File: config.mk
export PLATFORM = sky130hd
export DESIGN_NAME = object_record_deframer_core
export DESIGN_NICKNAME = d
export VERILOG_FILES = /design/src/design/ord_pkg.sv /design/src/design/object_record_deframer_core.sv
export VERILOG_INCLUDE_DIRS = /design/src /design/src/design
export SDC_FILE = /design/constraint.sdc
export NUM_CORES = 1
export LEC_CHECK = 0
export ABC_AREA = 1
export BUFFER_PORTS_ARGS = -buffer_cell sky130_fd_sc_hd__buf_2
export CAP_MARGIN = 20
export CORE_MARGIN = 2
export CORE_UTILIZATION = 35
export DETAILED_ROUTE_END_ITERATION = 6
export GPL_ROUTABILITY_DRIVEN = 0
export GPL_TIMING_DRIVEN = 0
export PLACE_DENSITY = 0.58
export SYNTH_ARGS = -nofsm -noshare
export SYNTH_HDL_FRONTEND = slang
export SYNTH_SLANG_ARGS = --single-unit
File: constraint.sdc
create_clock -name clock -period 15.9 [get_ports clock]
set_clock_uncertainty 0.1 [all_clocks]
set_input_delay 3.18 -clock clock [delete_from_list [all_inputs] [get_ports clock]]
set_output_delay 3.18 -clock clock [all_outputs]
set_load 0.005 [all_outputs]
File: src/design/object_record_deframer_core_defines.svh
// assertion macros shared by the object record deframer
// expects clock and reset in scope at the point of use
`ifndef OBJECT_RECORD_DEFRAMER_CORE_DEFINES_SVH
`define OBJECT_RECORD_DEFRAMER_CORE_DEFINES_SVH

// implication or plain property, checked outside reset
`define ORD_ASSERT(lbl, prop, msg) \
   lbl: assert property (@(posedge clock) disable iff (reset) prop) else $error(msg);

// condition that must never be seen outside reset
`define ORD_ASSERT_NEVER(lbl, expr, msg) \
   lbl: assert property (@(posedge clock) disable iff (reset) !(expr)) else $error(msg);

`endif

File: src/design/ord_pkg.sv
// types and constants for the object record deframer
// no dependencies
`timescale 1ns / 1ps
`default_nettype none

package ord_pkg;

   localparam int OFFSET_BITS_DEFAULT = 32;

   localparam logic [7:0]  TYPE_MODEND = 8'h8A;
   localparam logic [7:0]  TYPE_LIBHDR = 8'hF0;
   localparam logic [7:0]  TYPE_LIBTRL = 8'hF1;
   localparam logic [7:0]  TYPE_BASE_MASK = 8'hFE;
   localparam logic [16:0] HDR_BYTES = 17'd3;

   typedef enum logic [1:0] {
      PH_TYPE,
      PH_LEN_LO,
      PH_LEN_HI,
      PH_BODY
   } phase_type;

   typedef struct packed {
      logic [7:0] data_byte;
      logic       file_start;
   } ord_req_type;

   typedef struct packed {
      logic [7:0]  type_byte;
      logic        is_32bit;
      logic        is_library_tail;
      logic [31:0] record_number;
      logic [31:0] record_offset;
      logic [15:0] body_length;
      logic [7:0]  stored_checksum;
      logic [7:0]  computed_checksum;
      logic        checksum_match;
      logic [31:0] padding_total;
   } ord_rsp_type;

endpackage

`default_nettype wire

File: src/design/object_record_deframer_core.sv
// Object record deframer: one file byte per beat in, one result per finished record out.
// The result is registered; a stalled output beat holds it back in the skid stage.
// Throughput: one byte per cycle while req_ready is high; after a library header record
// the block pauses while a bit-serial remainder unit finds the page position.
// The input also waits while a second result sits behind a stalled output beat.
// Reset: synchronous, active high, clears control state; file_start restarts framing.
`timescale 1ns / 1ps
`default_nettype none

module object_record_deframer_core #(
   parameter int OFFSET_BITS = ord_pkg::OFFSET_BITS_DEFAULT
) (
   input  wire                 clock,
   input  wire                 reset,
   input  wire                 req_valid,
   output logic                req_ready,
   input  wire ord_pkg::ord_req_type req_data,
   output logic                rsp_valid,
   input  wire                 rsp_ready,
   output ord_pkg::ord_rsp_type rsp_data
);
   import ord_pkg::*;

`include "object_record_deframer_core_defines.svh"

   localparam int CntW = $clog2(OFFSET_BITS + 1);

   // framing state
   phase_type              phase_ff, phase_in;
   logic [7:0]             type_ff, type_in;
   logic [15:0]            len_ff, len_in;
   logic [15:0]            left_ff, left_in;
   logic [7:0]             sum_ff, sum_in;
   logic [7:0]             last_ff, last_in;
   logic [31:0]            count_ff, count_in;
   logic [OFFSET_BITS-1:0] pos_ff, pos_in;
   logic [OFFSET_BITS-1:0] start_ff, start_in;
   logic [16:0]            page_size_ff, page_size_in;
   logic [16:0]            page_position_ff, page_position_in;
   logic [16:0]            skip_left_ff, skip_left_in;
   logic [31:0]            pad_ff, pad_in;
   logic                   stopped_ff, stopped_in;

   // page remainder unit
   logic                   div_busy_ff, div_busy_in;
   logic [CntW-1:0]        div_count_ff, div_count_in;
   logic [OFFSET_BITS-1:0] div_shift_ff, div_shift_in;
   logic [16:0]            div_rem_ff, div_rem_in;

   // output register and skid stage
   logic        out_valid_ff, out_valid_in;
   ord_rsp_type out_data_ff, out_data_in;
   logic        skid_valid_ff, skid_valid_in;
   ord_rsp_type skid_data_ff, skid_data_in;

   // state as seen by this beat, after a possible file restart
   phase_type              cur_phase;
   logic [7:0]             cur_type;
   logic [15:0]            cur_len;
   logic [15:0]            cur_left;
   logic [7:0]             cur_sum;
   logic [31:0]            cur_count;
   logic [OFFSET_BITS-1:0] cur_pos;
   logic [OFFSET_BITS-1:0] cur_start;
   logic [16:0]            cur_page_size;
   logic [16:0]            cur_page_position;
   logic [16:0]            cur_skip;
   logic [31:0]            cur_pad;
   logic                   cur_stopped;

   logic        req_fire;
   logic        rsp_pop;
   logic        active;
   logic        hdr_zero;
   logic        finish;
   logic        pp_in_range;
   ord_rsp_type rsp_new;

   assign req_ready = !div_busy_ff && !skid_valid_ff;
   assign req_fire  = req_valid && req_ready;
   assign rsp_valid = out_valid_ff;
   assign rsp_data  = out_data_ff;
   assign rsp_pop   = out_valid_ff && rsp_ready;

   assign cur_phase         = req_data.file_start ? PH_TYPE : phase_ff;
   assign cur_type          = req_data.file_start ? '0 : type_ff;
   assign cur_len           = req_data.file_start ? '0 : len_ff;
   assign cur_left          = req_data.file_start ? '0 : left_ff;
   assign cur_sum           = req_data.file_start ? '0 : sum_ff;
   assign cur_count         = req_data.file_start ? '0 : count_ff;
   assign cur_pos           = req_data.file_start ? '0 : pos_ff;
   assign cur_start         = req_data.file_start ? '0 : start_ff;
   assign cur_page_size     = req_data.file_start ? '0 : page_size_ff;
   assign cur_page_position = req_data.file_start ? '0 : page_position_ff;
   assign cur_skip          = req_data.file_start ? '0 : skip_left_ff;
   assign cur_pad           = req_data.file_start ? '0 : pad_ff;
   assign cur_stopped       = req_data.file_start ? 1'b0 : stopped_ff;

   // a beat that frames: not ignored after a trailer, not page padding
   assign active   = req_fire && !cur_stopped && (cur_skip == '0);
   assign hdr_zero = (req_data.data_byte == 8'd0) && (cur_len[7:0] == 8'd0);
   assign finish   = active && (((cur_phase == PH_LEN_HI) && hdr_zero) ||
                                ((cur_phase == PH_BODY) && (cur_left <= 16'd1)));

   // phase next state
   always_comb begin
      phase_in = phase_ff;
      if (active) begin
         unique case (cur_phase)
            PH_TYPE:   phase_in = PH_LEN_LO;
            PH_LEN_LO: phase_in = PH_LEN_HI;
            PH_LEN_HI: phase_in = finish ? PH_TYPE : PH_BODY;
            PH_BODY:   phase_in = finish ? PH_TYPE : PH_BODY;
            default:   phase_in = PH_TYPE;
         endcase
      end else if (req_fire) begin
         phase_in = cur_phase;
      end
   end

   // datapath and page remainder unit
   always_comb begin
      logic [16:0] pp_step;
      logic [15:0] len_v;
      logic [7:0]  last_v;
      logic [7:0]  sum_v;
      logic [7:0]  stored_v;
      logic [7:0]  comp_v;
      logic [7:0]  base_v;
      logic [16:0] skip_v;
      logic [17:0] trial_v;

      type_in          = type_ff;
      len_in           = len_ff;
      left_in          = left_ff;
      sum_in           = sum_ff;
      last_in          = last_ff;
      count_in         = count_ff;
      pos_in           = pos_ff;
      start_in         = start_ff;
      page_size_in     = page_size_ff;
      page_position_in = page_position_ff;
      skip_left_in     = skip_left_ff;
      pad_in           = pad_ff;
      stopped_in       = stopped_ff;
      div_busy_in      = div_busy_ff;
      div_count_in     = div_count_ff;
      div_shift_in     = div_shift_ff;
      div_rem_in       = div_rem_ff;

      pp_step  = cur_page_position;
      len_v    = (cur_phase == PH_LEN_HI) ? {req_data.data_byte, cur_len[7:0]} : cur_len;
      last_v   = (cur_phase == PH_BODY) ? req_data.data_byte : 8'd0;
      sum_v    = cur_sum + req_data.data_byte;
      stored_v = (len_v == 16'd0) ? 8'd0 : last_v;
      comp_v   = 8'd0 - (sum_v - stored_v);
      base_v   = cur_type & TYPE_BASE_MASK;
      skip_v   = '0;
      trial_v  = {div_rem_ff, div_shift_ff[OFFSET_BITS-1]};

      if (cur_page_size != '0) begin
         pp_step = cur_page_position + 17'd1;
         if (pp_step >= cur_page_size) begin
            pp_step = '0;
         end
      end
      if ((base_v == TYPE_MODEND) && (cur_page_size != '0) && (pp_step != '0)) begin
         skip_v = cur_page_size - pp_step;
      end

      rsp_new.type_byte         = cur_type;
      rsp_new.is_32bit          = (cur_type == TYPE_LIBTRL) ? 1'b0 : cur_type[0];
      rsp_new.is_library_tail   = (cur_type == TYPE_LIBTRL);
      rsp_new.record_number     = cur_count + 32'd1;
      rsp_new.record_offset     = 32'(cur_start);
      rsp_new.body_length       = len_v;
      rsp_new.stored_checksum   = stored_v;
      rsp_new.computed_checksum = comp_v;
      rsp_new.checksum_match    = (stored_v == comp_v);
      rsp_new.padding_total     = cur_pad + 32'(skip_v);

      if (div_busy_ff) begin
         // restoring remainder, one dividend bit a cycle
         if (trial_v >= {1'b0, page_size_ff}) begin
            trial_v = trial_v - {1'b0, page_size_ff};
         end
         div_rem_in   = trial_v[16:0];
         div_shift_in = {div_shift_ff[OFFSET_BITS-2:0], 1'b0};
         div_count_in = div_count_ff - CntW'(1);
         if (div_count_ff == CntW'(1)) begin
            div_busy_in      = 1'b0;
            page_position_in = trial_v[16:0];
         end
      end else if (req_fire) begin
         type_in          = cur_type;
         len_in           = cur_len;
         left_in          = cur_left;
         sum_in           = cur_sum;
         count_in         = cur_count;
         pos_in           = cur_pos;
         start_in         = cur_start;
         page_size_in     = cur_page_size;
         page_position_in = cur_page_position;
         skip_left_in     = cur_skip;
         pad_in           = cur_pad;
         stopped_in       = cur_stopped;
         if (req_data.file_start) begin
            last_in = '0;
         end
         if (!cur_stopped) begin
            pos_in           = cur_pos + OFFSET_BITS'(1);
            page_position_in = pp_step;
            if (cur_skip != '0) begin
               skip_left_in = cur_skip - 17'd1;
            end else begin
               unique case (cur_phase)
                  PH_TYPE: begin
                     type_in  = req_data.data_byte;
                     start_in = cur_pos;
                     sum_in   = req_data.data_byte;
                  end
                  PH_LEN_LO: begin
                     len_in = {8'd0, req_data.data_byte};
                     sum_in = sum_v;
                  end
                  PH_LEN_HI: begin
                     len_in  = len_v;
                     sum_in  = sum_v;
                     left_in = len_v;
                     last_in = '0;
                  end
                  PH_BODY: begin
                     sum_in  = sum_v;
                     last_in = req_data.data_byte;
                     if (cur_left != '0) begin
                        left_in = cur_left - 16'd1;
                     end
                  end
                  default: begin
                     sum_in = sum_v;
                  end
               endcase
               if (finish) begin
                  count_in     = cur_count + 32'd1;
                  skip_left_in = skip_v;
                  pad_in       = cur_pad + 32'(skip_v);
                  if (base_v == TYPE_LIBHDR) begin
                     if (cur_type[0]) begin
                        page_size_in     = '0;
                        page_position_in = '0;
                        stopped_in       = 1'b1;
                     end else begin
                        page_size_in = 17'(len_v) + HDR_BYTES;
                        div_busy_in  = 1'b1;
                        div_count_in = CntW'(OFFSET_BITS);
                        div_shift_in = cur_pos + OFFSET_BITS'(1);
                        div_rem_in   = '0;
                     end
                  end
               end
            end
         end
      end
   end

   // output register with skid stage behind it
   always_comb begin
      out_valid_in  = out_valid_ff;
      out_data_in   = out_data_ff;
      skid_valid_in = skid_valid_ff;
      skid_data_in  = skid_data_ff;
      if (!out_valid_ff || rsp_pop) begin
         if (skid_valid_ff) begin
            out_valid_in  = 1'b1;
            out_data_in   = skid_data_ff;
            skid_valid_in = 1'b0;
         end else begin
            out_valid_in = finish;
            out_data_in  = rsp_new;
         end
      end else if (finish) begin
         skid_valid_in = 1'b1;
         skid_data_in  = rsp_new;
      end
   end

   always_ff @(posedge clock) begin
      if (reset) begin
         phase_ff         <= PH_TYPE;
         type_ff          <= '0;
         len_ff           <= '0;
         left_ff          <= '0;
         sum_ff           <= '0;
         last_ff          <= '0;
         count_ff         <= '0;
         pos_ff           <= '0;
         start_ff         <= '0;
         page_size_ff     <= '0;
         page_position_ff <= '0;
         skip_left_ff     <= '0;
         pad_ff           <= '0;
         stopped_ff       <= 1'b0;
         div_busy_ff      <= 1'b0;
         div_count_ff     <= '0;
         out_valid_ff     <= 1'b0;
         skid_valid_ff    <= 1'b0;
      end else begin
         phase_ff         <= phase_in;
         type_ff          <= type_in;
         len_ff           <= len_in;
         left_ff          <= left_in;
         sum_ff           <= sum_in;
         last_ff          <= last_in;
         count_ff         <= count_in;
         pos_ff           <= pos_in;
         start_ff         <= start_in;
         page_size_ff     <= page_size_in;
         page_position_ff <= page_position_in;
         skip_left_ff     <= skip_left_in;
         pad_ff           <= pad_in;
         stopped_ff       <= stopped_in;
         div_busy_ff      <= div_busy_in;
         div_count_ff     <= div_count_in;
         out_valid_ff     <= out_valid_in;
         skid_valid_ff    <= skid_valid_in;
      end
   end

   always_ff @(posedge clock) begin
      div_shift_ff <= div_shift_in;
      div_rem_ff   <= div_rem_in;
      out_data_ff  <= out_data_in;
      skid_data_ff <= skid_data_in;
   end

   assign pp_in_range = (page_position_ff < page_size_ff);

   `ORD_ASSERT_NEVER(a_skid_no_out, skid_valid_ff && !out_valid_ff, "skid without output")
   `ORD_ASSERT(a_pp_range, page_size_ff != '0 && !div_busy_ff |-> pp_in_range, "page position")
   `ORD_ASSERT(a_skip_idle, skip_left_ff != '0 |-> phase_ff == PH_TYPE, "skip inside record")
   `ORD_ASSERT_NEVER(a_stop_page, stopped_ff && (|page_size_ff || div_busy_ff), "after trailer")

endmodule

`default_nettype wire
==> impl_metrics.toml <==
[floorplanning]
die_w_um = 306
die_y_um = 306
rows = 110
area_of_the_core_um2 = 90300
design.die.area_um2 = 93800
top_level_ports = 154
initial_utilization_pct = 35.4

[setup_path]
master_of_the_slowest_instance_on_the_critical_path = "buf_1"
wp_data_arrival_ns = 12.22
cp_slowest_stage_delay_ns = 0.64
startpoint_type = "input pin"
type_of_destination_of_the_critical_path = "register"
path_common_cell = "nand2_1"
critPathLaunch = "req_data[0]"
worstSetupPathType = "input pin to register"
largest_fanout_of_any_net_on_the_critical_path = 10
worst_ep_required_time_ns = 16.28
rr_startpoint = "page_position_ff[0]$_SDFFE_PP0P_"

[timing]
worst_slew_margin_rel_pct = 24.4
report.final.slew_viol_count = 0
min_period_ns = 11.83
tightest_slew_ns = 1.13
final.period_utilization_pct = 74.4
setup_viol = 0
rsz0062_at_grt = "no"
worst_slack_ns = 4.07
timing.fmax_mhz = 84.5
hold_violations = 0

[synth]
post-synth-top-count-cell = "nand2_1"
cell_taking_the_most_area_after_synthesis = "edfxtp_1"
synth_top_area_share_pct = 30.6
synthTopCellsByArea = "edfxtp_1 31%, dfxtp_1 15%, nand2_1 11%"
ys_top_cells_by_count = "900 x nand2_1, 493 x inv_1, 424 x o21ai_0, 407 x a21oi_1, 326 x edfxtp_1"
syn_avg_cell_area_um2 = 7.92
ys.warnings.count = 0
seq_area_frac_synth_pct = 45.7
syn_inst = 4035
synth_async_sr_flop_share_pct = 0
synth_edf_count = 326
dominantRegCellSynth = "edfxtp_1"
netlist_area_um2 = 32000
synthesis.nets = 4148
synth.lib_cells_used.distinct = 63
postSynthRegisterBits = 566

[global_routing]
grt_pass1_vias = 27617
pin_count_of_the_biggest_net_entering_global_routing = 78
grt_antenna_before_repair = 1
grt_pass1_wl_um = 166000
track_usage_pct = 23.0
grt.overflow.total = 0

[min_path]
holdCritPathClass = "register to register"
min_from = "len_ff[10]$_SDFFE_PP0P_"

[job]
maxCapViolations = 0

[drt]
vias_per_cell = 5.28
number_of_remaining_drc_errors = 2
drt_pre_antenna_iters = 7
drt_iter0_drcs = 2866
wirelength_um = 111000
routed-via-count = 29005
drt.antenna.violating_nets = 0
routed_wire_length_per_instance_um = 20.1

[clocking]
clk_root_buffer_cell = "clkbuf_16"
worst_skew_pair.late_latency_ns = 0.63
cts-resized-gates = 0
worst_path_clk_slew_ns = 0.06
clk_path_buf_depth = 3
clock_sinks = 566
cts_inserted_buffers = 66
cts-hold-fix-buffers = 0
cts_tree = "done"
post_cts.repair.setup_buffers = 0
cts_max_level = 3

[final_layout]
synthToLayoutAreaGrowth_pct = 14.5
finish.cell_count_without_fillers = 5492
final_area_um2 = 36600
num_antenna_cells = 0
finalNetCount = 4376
drive_above_1_share_pct = 9.43

[power_and_ir_drop]
power.density_cell_area_nw_per_um2 = 99.7
peakVddDrop_mv = 0.0712
power_leakage_nw = 15.2

[status]
violations = "DRC"
run_status = "complete, but fails checks"

[place]
detailed_place.area_um2 = 34400
io_buffer_count = 152
hpwl_after_dpl_um = 83600
dpl_cells = 5371
place_worst_setup_slack_ns = 3.69
cell type report:
class | instances | area (um^2)
sequential | 566 | 14600
clock buffer | 90 | 1890
timing repair buffer | 160 | 951
clock inverter | 31 | 314
tap | 1176 | 1470
fill | 9220 | 53700
inverter | 514 | 1940
multi-input combinational | 2764 | 14600
buffer | 191 | 847
cells by family (layout without fill, tap and decap cells):
family | after synthesis | in the layout | share of synthesized area (%)
flops | 566 | 566 | 45.7
buf+inv | 705 | 986 | 8.71
simple gates | 1495 | 1495 | 20.2
compound gates | 1024 | 1024 | 17.4
fa+ha+maj | 100 | 100 | 4.03
xor+xnor | 145 | 145 | 4.00
report_power, final:
group / total, mW / internal [mW] / leakage, nW / switching (mW)
clock network: 1.56 / 0.906 / 1.07 / 0.654
logic: 0.484 / 0.144 / 8.79 / 0.340
registers: 1.61 / 1.58 / 5.31 / 0.0215
total: 3.65 / 2.63 / 15.2 / 1.02
registers in the layout, indices dropped and copies added (netlist names), 32 cells and up:
name and count:
skid_data_ff 139, div_shift_ff 32, rsp_data 139, count_ff 32
start_ff 32, pad_ff 32, pos_ff 32
metal layers:
layer | vias up | wire length (um) | track usage, %
met2 | 1144 | 50300 | 37.4
met3 | 263 | 7810 | 3.16
met1 | 13648 | 47000 | 30.1
met5 | - | 9 | 0
li1 | 13948 | - | -
met4 | 2 | 5430 | 10.7
layout by cell type (no fill, tap or decap), types with 38 or more instances in the layout:
master	synthesis	final
nand2_1	900	899
inv_1	493	492
o21ai_0	424	424
a21oi_1	407	407
edfxtp_1	326	326
nor2_1	306	305
dfxtp_1	240	240
clkbuf_1	152	164
buf_2	10	162
xor2_1	115	115
nand3_1	100	100
ha_1	95	95
clkbuf_16	0	69
nand4_1	38	38
critical path, delay by kind of cell:
family	cells	cell delay (ns)
AND/OR/NAND/NOR	23	3.06
buffers and inverters	11	2.99
XOR/XNOR	1	0.46
AO/OA/AOI/OAI	6	1.48
adder cells (fa/ha/maj)	3	1.02
path summary, 6_finish.rpt:
kind / end / slack [ns] / cells after the start
setup reg to reg: rsp_data[31]$_DFFE_PP_ / 7.95 / 43
hold / removal: len_ff[10]$_SDFFE_PP0P_ / 0.36 / 2
setup / recovery: rsp_data[31]$_DFFE_PP_ / 4.07 / 44
hold reg to reg: len_ff[10]$_SDFFE_PP0P_ / 0.36 / 2
metrics by stage:
| stage | hold slack [ns] | util (%) | power, mW | setup TNS [ns] |
|---|---|---|---|---|
| floorplan | 0.345 | - | 1.96 | 0 |
| global placement | 0.352 | 37.9 | 2.11 | -922.41 |
| detailed placement | 0.355 | 38.1 | 2.11 | 0 |
| CTS | 0.364 | 40.5 | 3.67 | 0 |
| global route | 0.377 | 40.5 | 3.78 | 0 |
| finish | 0.365 | 40.5 | 3.65 | 0 |
(Power assumes the default switching activity.)
